## src/rtl/vdp_pkg.sv

```systemverilog
// ----------------------------------------------------------------------------
// vdp_pkg
// Shared types, port codes and helpers for the VGA DAC palette port block.
// ----------------------------------------------------------------------------
package vdp_pkg;

   localparam int PALETTE_ENTRIES_DEF = 256;

   localparam int INDEX_W = 8;
   localparam int ENTRY_W = 18;
   localparam int COMP_W  = 6;

   localparam logic [15:0] PORT_DAC_READ_INDEX  = 16'h03C7;
   localparam logic [15:0] PORT_DAC_WRITE_INDEX = 16'h03C8;
   localparam logic [15:0] PORT_DAC_DATA        = 16'h03C9;
   localparam logic [15:0] PORT_INPUT_STATUS    = 16'h03DA;

   localparam logic [COMP_W-1:0] RETRACE_STATUS = 6'd8;

   localparam logic CMD_READ  = 1'b0;
   localparam logic CMD_WRITE = 1'b1;

   localparam logic [1:0] MODE_NONE    = 2'd0;
   localparam logic [1:0] MODE_PALETTE = 2'd1;

   localparam logic [1:0] CSR_VIDEO_MODE = 2'd0;
   localparam logic [1:0] CSR_COLOR_BITS = 2'd1;

   localparam logic [1:0] STEP_RED   = 2'd0;
   localparam logic [1:0] STEP_GREEN = 2'd1;
   localparam logic [1:0] STEP_BLUE  = 2'd2;

   typedef struct packed {
      logic               rd_en;
      logic [INDEX_W-1:0] rd_addr;
      logic               wr_en;
      logic [INDEX_W-1:0] wr_addr;
      logic [ENTRY_W-1:0] wr_data;
   } mem_req_type;

   // index mask from the colour-count exponent, saturating at 8 bits
   function automatic logic [INDEX_W-1:0] index_mask(input logic [3:0] bits);
      logic [3:0] sat;
      logic [8:0] full;
      sat  = (bits > 4'd8) ? 4'd8 : bits;
      full = (9'd1 << sat) - 9'd1;
      return full[INDEX_W-1:0];
   endfunction

   // bit offset of the component selected by the step
   function automatic logic [4:0] comp_shift(input logic [1:0] step);
      logic [4:0] sh;
      case (step)
         STEP_GREEN: sh = 5'd6;
         STEP_BLUE:  sh = 5'd12;
         default:    sh = 5'd0;
      endcase
      return sh;
   endfunction

endpackage

```

## src/rtl/vga_dac_palette_port_top.sv

```systemverilog
// ----------------------------------------------------------------------------
// vga_dac_palette_port_top
// VGA DAC palette port: decodes port reads and writes, builds colours one
// component at a time and keeps them in a palette memory.
//
//   channel  direction  handshake            payload
//   req_     in         req_valid/req_stall  req_cmd, req_port, req_write_data
//   rsp_     out        rsp_valid/rsp_stall  rsp_read_data, rsp_status
//   csr_     in         csr_valid/csr_ready  csr_index, csr_wdata
//
// For each access, the accept cycle issues the palette read at the current
// DAC index; the execute state then applies the update and loads the output
// register. The palette memory read is registered, hence the split.
// Reset is synchronous; the palette valid bits clear at once, no sweep.
// A stalled result holds the update stage, and req_stall stays high until
// the waiting result moves out.
// ----------------------------------------------------------------------------
module vga_dac_palette_port_top #(
   parameter int PALETTE_ENTRIES = vdp_pkg::PALETTE_ENTRIES_DEF
) (
   input  logic        clock,
   input  logic        reset,
   input  logic        req_valid,
   output logic        req_stall,
   input  logic        req_cmd,
   input  logic [15:0] req_port,
   input  logic [7:0]  req_write_data,
   output logic        rsp_valid,
   input  logic        rsp_stall,
   output logic [5:0]  rsp_read_data,
   output logic        rsp_status,
   input  logic        csr_valid,
   output logic        csr_ready,
   input  logic [1:0]  csr_index,
   input  logic [3:0]  csr_wdata
);

   typedef enum logic [1:0] {
      ST_IDLE = 2'b01,
      ST_EXEC = 2'b10
   } state_type;

   state_type state_ff, state_in;

   logic        cmd_ff;
   logic [15:0] port_ff;
   logic [7:0]  wdata_ff;

   logic [1:0]                    video_mode_ff;
   logic [3:0]                    color_bits_ff;
   logic [vdp_pkg::INDEX_W-1:0]   dac_index_ff, dac_index_in;
   logic [1:0]                    step_ff, step_in;
   logic [vdp_pkg::ENTRY_W-1:0]   acc_ff, acc_in;

   logic                          rsp_valid_ff, rsp_valid_in;
   logic [vdp_pkg::COMP_W-1:0]    rsp_data_ff, rsp_data_in;
   logic                          rsp_status_ff, rsp_status_in;

   vdp_pkg::mem_req_type          mem_req;
   logic [vdp_pkg::ENTRY_W-1:0]   mem_rd_data;

   logic                          req_xfer;
   logic                          exec_fire;
   logic                          in_range;
   logic [vdp_pkg::INDEX_W-1:0]   mask;
   logic [4:0]                    shift;
   logic [vdp_pkg::ENTRY_W-1:0]   entry;
   logic [vdp_pkg::ENTRY_W-1:0]   acc_sum;
   logic [vdp_pkg::ENTRY_W-1:0]   entry_shr;
   logic [vdp_pkg::INDEX_W-1:0]   index_inc;
   logic                          last_comp;
   logic                          mode_pal;

   assign req_stall = (state_ff != ST_IDLE);
   assign req_xfer  = req_valid && !req_stall;
   assign exec_fire = (state_ff == ST_EXEC) && (!rsp_valid_ff || !rsp_stall);
   assign csr_ready = 1'b1;

   assign in_range  = {1'b0, dac_index_ff} < (vdp_pkg::INDEX_W + 1)'(PALETTE_ENTRIES);
   assign mask      = vdp_pkg::index_mask(color_bits_ff);
   assign shift     = vdp_pkg::comp_shift(step_ff);
   assign entry     = in_range ? mem_rd_data : '0;
   assign entry_shr = entry >> shift;
   assign acc_sum   = acc_ff | (vdp_pkg::ENTRY_W'(wdata_ff[5:0]) << shift);
   assign index_inc = (dac_index_ff + 1'b1) & mask;
   assign last_comp = (step_ff >= vdp_pkg::STEP_BLUE);
   assign mode_pal  = (video_mode_ff == vdp_pkg::MODE_PALETTE);

   vdp_palette_mem #(
      .ENTRIES (PALETTE_ENTRIES)
   ) u_mem (
      .clock   (clock),
      .reset   (reset),
      .mem_req (mem_req),
      .rd_data (mem_rd_data)
   );

   always_comb begin
      state_in      = state_ff;
      dac_index_in  = dac_index_ff;
      step_in       = step_ff;
      acc_in        = acc_ff;
      rsp_valid_in  = rsp_valid_ff && rsp_stall;
      rsp_data_in   = rsp_data_ff;
      rsp_status_in = rsp_status_ff;

      mem_req.rd_en   = req_xfer;
      mem_req.rd_addr = dac_index_ff;
      mem_req.wr_en   = 1'b0;
      mem_req.wr_addr = dac_index_ff;
      mem_req.wr_data = acc_sum;

      case (state_ff)
         ST_IDLE: begin
            if (req_xfer) begin
               state_in = ST_EXEC;
            end
         end
         ST_EXEC: begin
            if (exec_fire) begin
               state_in      = ST_IDLE;
               rsp_valid_in  = 1'b1;
               rsp_data_in   = '0;
               rsp_status_in = 1'b1;
               if (video_mode_ff != vdp_pkg::MODE_NONE) begin
                  if (cmd_ff == vdp_pkg::CMD_READ) begin
                     if (port_ff == vdp_pkg::PORT_DAC_DATA && mode_pal) begin
                        rsp_data_in   = entry_shr[vdp_pkg::COMP_W-1:0];
                        rsp_status_in = 1'b0;
                        if (last_comp) begin
                           step_in      = vdp_pkg::STEP_RED;
                           dac_index_in = index_inc;
                        end else begin
                           step_in = step_ff + 2'd1;
                        end
                     end else if (port_ff == vdp_pkg::PORT_INPUT_STATUS) begin
                        rsp_data_in   = vdp_pkg::RETRACE_STATUS;
                        rsp_status_in = 1'b0;
                     end
                  end else if (mode_pal) begin
                     if (port_ff == vdp_pkg::PORT_DAC_READ_INDEX ||
                         port_ff == vdp_pkg::PORT_DAC_WRITE_INDEX) begin
                        dac_index_in  = wdata_ff & mask;
                        step_in       = vdp_pkg::STEP_RED;
                        acc_in        = '0;
                        rsp_status_in = 1'b0;
                     end else if (port_ff == vdp_pkg::PORT_DAC_DATA) begin
                        rsp_status_in = 1'b0;
                        if (last_comp) begin
                           // store the finished colour if the index is in range, then move on
                           mem_req.wr_en = in_range;
                           step_in       = vdp_pkg::STEP_RED;
                           acc_in        = '0;
                           dac_index_in  = index_inc;
                        end else begin
                           step_in = step_ff + 2'd1;
                           acc_in  = acc_sum;
                        end
                     end
                  end
               end
            end
         end
         default: begin
            state_in = ST_IDLE;
         end
      endcase
   end

   always_ff @(posedge clock) begin
      if (reset) begin
         state_ff      <= ST_IDLE;
         video_mode_ff <= vdp_pkg::MODE_NONE;
         color_bits_ff <= 4'd8;
         dac_index_ff  <= '0;
         step_ff       <= vdp_pkg::STEP_RED;
         acc_ff        <= '0;
         rsp_valid_ff  <= 1'b0;
      end else begin
         state_ff     <= state_in;
         dac_index_ff <= dac_index_in;
         step_ff      <= step_in;
         acc_ff       <= acc_in;
         rsp_valid_ff <= rsp_valid_in;
         if (csr_valid && csr_ready) begin
            case (csr_index)
               vdp_pkg::CSR_VIDEO_MODE: video_mode_ff <= csr_wdata[1:0];
               vdp_pkg::CSR_COLOR_BITS: color_bits_ff <= csr_wdata;
               default: ;
            endcase
         end
      end
   end

   always_ff @(posedge clock) begin
      if (req_xfer) begin
         cmd_ff   <= req_cmd;
         port_ff  <= req_port;
         wdata_ff <= req_write_data;
      end
      rsp_data_ff   <= rsp_data_in;
      rsp_status_ff <= rsp_status_in;
   end

   assign rsp_valid     = rsp_valid_ff;
   assign rsp_read_data = rsp_data_ff;
   assign rsp_status    = rsp_status_ff;

endmodule

```

## src/rtl/vdp_palette_mem.sv

```systemverilog
// ----------------------------------------------------------------------------
// vdp_palette_mem
// Palette store: one write port, one registered read port. Per-entry valid
// bits make every entry read as zero after reset until it is written.
// ----------------------------------------------------------------------------
module vdp_palette_mem #(
   parameter int ENTRIES = vdp_pkg::PALETTE_ENTRIES_DEF
) (
   input  logic                        clock,
   input  logic                        reset,
   input  vdp_pkg::mem_req_type        mem_req,
   output logic [vdp_pkg::ENTRY_W-1:0] rd_data
);

   localparam int IDX_W = (ENTRIES > 1) ? $clog2(ENTRIES) : 1;

   logic [vdp_pkg::ENTRY_W-1:0] mem [ENTRIES];
   logic [ENTRIES-1:0]          valid_ff;
   logic [vdp_pkg::ENTRY_W-1:0] rd_data_ff;
   logic                        rd_valid_ff;

   always_ff @(posedge clock) begin
      if (mem_req.wr_en) begin
         mem[mem_req.wr_addr[IDX_W-1:0]] <= mem_req.wr_data;
      end
      if (mem_req.rd_en) begin
         rd_data_ff <= mem[mem_req.rd_addr[IDX_W-1:0]];
      end
   end

   always_ff @(posedge clock) begin
      if (reset) begin
         valid_ff    <= '0;
         rd_valid_ff <= 1'b0;
      end else begin
         if (mem_req.wr_en) begin
            valid_ff[mem_req.wr_addr[IDX_W-1:0]] <= 1'b1;
         end
         if (mem_req.rd_en) begin
            rd_valid_ff <= valid_ff[mem_req.rd_addr[IDX_W-1:0]];
         end
      end
   end

   assign rd_data = rd_valid_ff ? rd_data_ff : '0;

endmodule
```

## config.mk

```make
export PLATFORM = sky130hd
export DESIGN_NAME = vga_dac_palette_port_top
export DESIGN_NICKNAME = d
export VERILOG_FILES = /design/src/rtl/vdp_pkg.sv /design/src/rtl/vga_dac_palette_port_top.sv /design/src/rtl/vdp_palette_mem.sv
export SDC_FILE = /design/constraint.sdc
export NUM_CORES = 2
export LEC_CHECK = 0
export ABC_AREA = 0
export BUFFER_PORTS_ARGS = -buffer_cell sky130_fd_sc_hd__buf_2
export CAP_MARGIN = 20
export CORE_AREA = 2 2 581 583
export DETAILED_ROUTE_END_ITERATION = 7
export DIE_AREA = 0 0 583 585
export PLACE_DENSITY = 0.72
export SETUP_SLACK_MARGIN = 0.3
export SYNTH_ARGS = -nofsm -noshare
export SYNTH_HDL_FRONTEND = slang
export SYNTH_MEMORY_MAX_BITS = 65536
export SYNTH_SLANG_ARGS = --single-unit
```

## constraint.sdc

```tcl
create_clock -name clock -period 9.83 [get_ports clock]
set_clock_uncertainty 0.2 [all_clocks]
set_input_delay 1.4745 -clock clock [delete_from_list [all_inputs] [get_ports clock]]
set_output_delay 1.4745 -clock clock [all_outputs]
set_load 0.005 [all_outputs]
```

# [Yosys cells after proc, flatten, opt, wreduce, memory -nomap -nowiden]
# Memories as Yosys holds them, arrays and structs flattened. A register that Yosys moved wholly into a read port is not among the register bits.
# Index checks and enable logic that the tools add are counted.
# W data, S select, Z words.
[word_totals] mem_bits_ro=0 out_inout_bits=10 ff_bits=326 n_memories=1 inputBits=36 latch_bits=0 mem_bits_rw=4608 word_cells=111
[op_classes] add_sub_neg=3 order_cmp=4 muxes=45 reduce_logical=21 multipliers=0 eq_ne=15 div=0 shifts=3 n_bitwise=5
[memory_table] name="u_mem.mem" depth=256 word_bits=18 rd=1 rd_ports_with_merged_regs=1 write_ports=1 line_no="vdp_palette_mem.sv:17" text="logic [vdp_pkg::ENTRY_W-1:0] mem [ENTRIES];"
[op_table] cell="$or A256 B256 Y256" n=1
[op_table] cell="$mux W18" n=4
[op_table] cell="$eq A16 B10 Y1 const B" n=4
[op_table] cell="$mux W8" n=6
[op_table] cell="$mux W1" n=20
[op_table] cell="$or A18 B18 Y18" n=1
[op_table] cell="$shl A6 B5 Y18" n=1
[op_table] cell="$shr A18 B5 Y6" n=1
[op_table] cell="$and A8 B8 Y8" n=2
[op_table] cell="$mux W2" n=8
[op_table] cell="$reduce_and A6 Y1" n=2
[op_table] cell="$lt A8 B9 Y1 const B" n=1
[op_table] cell="$add A8 B1 Y8 const B" n=1
[op_table] cell="$bmux W1 S8" n=1
[op_table] cell="$demux W1 S8" n=1
[op_table] cell="$eq A2 B1 Y1 const B" n=4
[op_table] cell="$ge A8 B1 Y1 const B" n=1
[op_table] cell="$mux W4" n=2
[op_table] cell="$pmux W4 S2" n=1
[op_table] cell="$reduce_and A2 Y1" n=4
[op_table] cell="$shl A1 B4 Y8 const A" n=1
[op_table] cell="$sub A8 B1 Y8 const B" n=1
[op_table] cell="$mux W6" n=1
[op_table] cell="$reduce_bool A2 Y1" n=3
[op_table] cell="14 further kinds" n=24

# [Depth between registers and ports, before layout]
[depth] ltp_word=11 ltp_mapped=13 ltp_nobuf=9

# [Modules after synthesis]
# A second synthesis with hierarchy kept.
[hier_totals] cells_unflattened=8880 area_unflattened_um2=187873.9
[by_module_without_submodules] mod="vdp_palette_mem" instances=1 seq_area_each_um2=144058.2 area_each_um2=184308.0 cells_each=8545
[by_module_without_submodules] mod="vga_dac_palette_port_top" instances=1 seq_area_each_um2=1701.6 area_each_um2=3565.9 cells_each=335

# [Worst setup path before layout]
# OpenSTA, ideal clock, no wires.
[synth_timing] path_type="reg-to-reg" start="register step_ff[1]" end="memory u_mem.mem[0][6] (netlist bit) (data pin)" period_less_slack_ns=10.126 setup_time_ns=1.502 t_arrival_ns=8.424 setup_slack_ns=-0.296 path_stages_with_launch=9 n_path_buf=3 t_required_ns=8.128 cell_sequence="dfxtp_1 inv_1 ha_1 clkbuf_1 buf_1 clkbuf_1 nand2_1 o21a_1 o21bai_1"
[synth_between] elab_chain_cells=4 elab_cells_between_ends=5 classes_between="eq/ne: 2; shift: 1; mux: 1; bitwise: 1"
[synth_lines] item="from (decl)" line_no="vga_dac_palette_port_top.sv:52" text="logic [1:0] step_ff, step_in;"
[synth_lines] item="from (signal assigned)" line_no="vga_dac_palette_port_top.sv:176" text="step_ff <= vdp_pkg::STEP_RED;"
[synth_lines] item="from (signal assigned)" line_no="vga_dac_palette_port_top.sv:182" text="step_ff <= step_in;"
[synth_lines] item="$eq A2 B2 Y1 / $eq A2 B1 Y1 (equally long branches)" line_no="vdp_pkg.sv:53" text="case (step)"
[synth_lines] item="$pmux W4 S2 *" line_no="vdp_pkg.sv:53"
[synth_lines] item="$shl A6 B5 Y18 *" line_no="vga_dac_palette_port_top.sv:84" text="assign acc_sum = acc_ff | (vdp_pkg::ENTRY_W'(wdata_ff[5:0]) << shift);"
[synth_lines] item="$or A18 B18 Y18 *" line_no="vga_dac_palette_port_top.sv:84"
[synth_lines] item="via acc_sum (one bit)" line_no="vga_dac_palette_port_top.sv:68" text="logic [vdp_pkg::ENTRY_W-1:0] acc_sum;"
[synth_lines] item="to (decl)" line_no="vdp_palette_mem.sv:17"
# Mark *: on every way through the listed nets, which the timed path passes. The rest lies on a longest branch.

==> results.toml <==
[outcome]
status = "finished, violations left"
violations = "design-rule violations, max-capacitance violations"

[placement]
detailed_place.area_um2 = 196000
port_buffers = 44
dpl_worst_slack_ps = 3890
hpwl_um = 313000
gp_congestion = 1.03

[synthesis]
ys_types = 78
syn_inst = 8730
yosys-top-cells-area = "edfxtp_1 74%, mux4_2 17%, dfxtp_1 3.1%"
synth_seq_cells = 4952
async_flop_share = 0
yosysTopAreaCell = "edfxtp_1"
syn_area_um2 = 190000
yosysWarnings = 0
ys_seq_area_frac = 0.767
synth_top_area_share = 0.736
synth_edf_count = 4658
synth_flop_cell = "edfxtp_1"
synth.avg_cell_area_um2 = 21.8
syn_nets = 8774

[critical_path]
criticalPathCategory = "flop to flop"
timing.rr.start = "dac_index_ff[1]$_SDFFE_PP0P_"
crit_top_cell = "mux4_2"
rr_endpoint = "u_mem.rd_data_ff[12]$_DFFE_PP_"
critPathMaxStageDelay_ps = 1080
r2r_cells = 8
crit_required_ps = 10320
path_cells = "buf_4, buf_12, mux4_2, mux4_2, a22oi_1, nand2_1, nor3_1, o211ai_1"
start_kind = "flop"
cp_top_family = "buffers and inverters"
r2r_slack_ps = 3900
cp_max_fo = 119
critPathArrivalTime_ps = 6420
crit_path_end_kind = "flop"
crit_buf_inv = 2
cpMaxStageDelayCell = "dfxtp_4"

[finish]
syn_to_final_growth_pct = 11.6
fin_nets = 8929
final_design_area_no_fill_um2 = 212000
regArea_um2 = 146000
final_layout_size_suffix_gt1_frac = 0.289
layout_commonest_cell = "edfxtp_1"
n_fill_cell = 21516
multi_input_area_um2 = 42800
final_cell_mix = "4658 x edfxtp_1, 1393 x mux4_2, 473 x clkbuf_16"

[floorplanning]
die_w_um = 583
dieArea_um2 = 341000
io-pin-count = 46
die_h_um = 585
rows = 213
core-area_um2 = 335000
initial_core_util = 0.567

[power]
cellLeakagePower_nw = 67.4
powerDensity_nw_per_um2 = 196
vdd_ir_drop_max_uv = 157
power.total_mw = 41.6

[min_path]
worstHoldStart = "acc_ff[11]$_SDFFE_PP0P_"
hold_depth = 2
hold_path_end = "acc_ff[11]$_SDFFE_PP0P_"
hp-class = "flop to flop"

[routing]
via_count = 95811
drc = 28
drt_iter0_markers = 16466
drtAntennaViolNets = 0
routed_wl_um = 533000
drt_pass1_iterations = 8
avgViaCountPerCell = 6.99
drt-wirelength-per-cell_um = 38.8

[sta]
max_freq_mhz = 169
hold_viol = 0
period_minus_slack_ps = 5930
finalSetupTns_ps = 0
whs_ps = 263
fin_crit_sh = 0.603
finalMaxSlewViolations = 0
finalSetupViolCount = 0
relSlewSlack = 0.0123
setup_ws_ps = 3900
tightest_slew_ps = 1470
rsz0062_at_grt = "false"

[global_routing]
grt_max_degree = 197
grt_pass1_vias = 92882
grt_pass1_wl_um = 734000
antenna_found_initial = 28
grt_remaining_overflow = 0
track_usage = 0.312

[clock_tree]
clk_pin_slew_worst_paths_ps = 70
cts_inserted_buffers = 465
clk_latency_ps = 1010
cts_tree = "done"
htreeDepth = 5
clockBufferDepth = 4
cts_sinks = 4952
postCtsResizedCells = 0
postCtsSetupRepairBufs = 0
cts_root_buffer = "clkbuf_16"
postCtsHoldBufs = 0

[run]
cap_violations = 1
[worst max-delay path by stage]
stage | start | end | slack [ps] | cells past startpoint
global placement | rsp_stall | u_mem.mem[45][2]$_DFFE_PP_ | 3910 | 7
CTS | dac_index_ff[1]$_SDFFE_PP0P_ | u_mem.mem[94][14]$_DFFE_PP_ | 4380 | 5
floorplan | step_ff[1]$_SDFFE_PP0P_ | u_mem.mem[0][6]$_DFFE_PP_ | 3170 | 8
finish | dac_index_ff[1]$_SDFFE_PP0P_ | u_mem.rd_data_ff[12]$_DFFE_PP_ | 3900 | 8
global route | dac_index_ff[1]$_SDFFE_PP0P_ | u_mem.rd_data_ff[12]$_DFFE_PP_ | 4140 | 8
detailed placement | rsp_stall | u_mem.mem[44][9]$_DFFE_PP_ | 3890 | 7
[cells in the mapped netlist, drive strengths merged, types with 8 or more instances]
master	count
a22o	19
o22ai	80
o21a	9
edfxtp	4658
nand3	28
ha	8
and3	17
nor4	22
clkbuf	274
inv	12
mux2i	175
buf	251
nor2b	21
nand2b	11
o211ai	8
nor3	29
a22oi	94
and2	13
dfxtp	294
a221oi	12
a211oi	9
a21oi	312
nand4	19
nand2	204
mux2	10
a31oi	18
o21ai	31
a21o	9
o32ai	9
nor2	589
mux4	1393
[cell families (layout without fill, tap and decap cells)]
family,Yosys count,in the layout,share of synthesized area
other,1,18,0.0000197
and+or+nand+nor,998,998,0.0234
buffers and inverters,538,1097,0.0123
adders and majority gates,8,8,0.000527
DFF,4952,4952,0.767
AOI/OAI and AO/OA,654,654,0.0213
xor gates and xnor gates,1,1,0.0000461
muxes,1578,1578,0.175
[power by group]
| group | switching (mW) | total [mW] | internal (mW) |
|---|---|---|---|
| Sequential | 0.0125 | 22.9 | 22.8 |
| Combinational | 0.198 | 0.225 | 0.0262 |
| Clock | 7.94 | 18.5 | 10.6 |
[through the flow]
| step | util | cells |
|---|---|---|
| 3_3_place_gp | 0.585 | 12805 |
| 3_5_place_dp | 0.585 | 12810 |
| 6_report | 0.632 | 13713 |
| 4_1_cts | 0.632 | 13681 |
| 2_1_floorplan | - | 8730 |
| 5_1_grt | 0.632 | 13700 |
[layer usage]
layer / vias up / part of all wire / track usage
met2: 7210 / 0.46 / 0.466
met3: 1263 / 0.13 / 0.0954
met1: 50362 / 0.35 / 0.418
met5: - / 0.0016 / 0.0125
met4: 31 / 0.061 / 0.164
li1: 36945 / - / -
[state kept, by name, indices dropped and copies added, names as in the netlist, 4 cells and up]
name and cells:
acc_ff 18, color_bits_ff 4, dac_index_ff 8, port_ff 16
rsp_read_data 6, u_mem.mem 4608, u_mem.rd_data_ff 18, u_mem.valid_ff 256
wdata_ff 8
[worst reg2reg max path, cell delays in order, from the launching register on]
cell and delay, ps:
dfxtp_4 1080, buf_4 790, buf_12 600, mux4_2 640, mux4_2 550, a22oi_1 390
nand2_1 140, nor3_1 1050, o211ai_1 180
[cell type report]
type / instances / area share
multi-input combinational: 3240 / 0.202
clock inverter: 317 / 0.0167
tap: 4407 / 0.0260
inverter: 13 / 0.000266
timing repair buffer: 213 / 0.00970
clock buffer: 554 / 0.0575
sequential: 4952 / 0.688
antenna: 17 / 0.000201
Power figures use the tool's default switching activity.
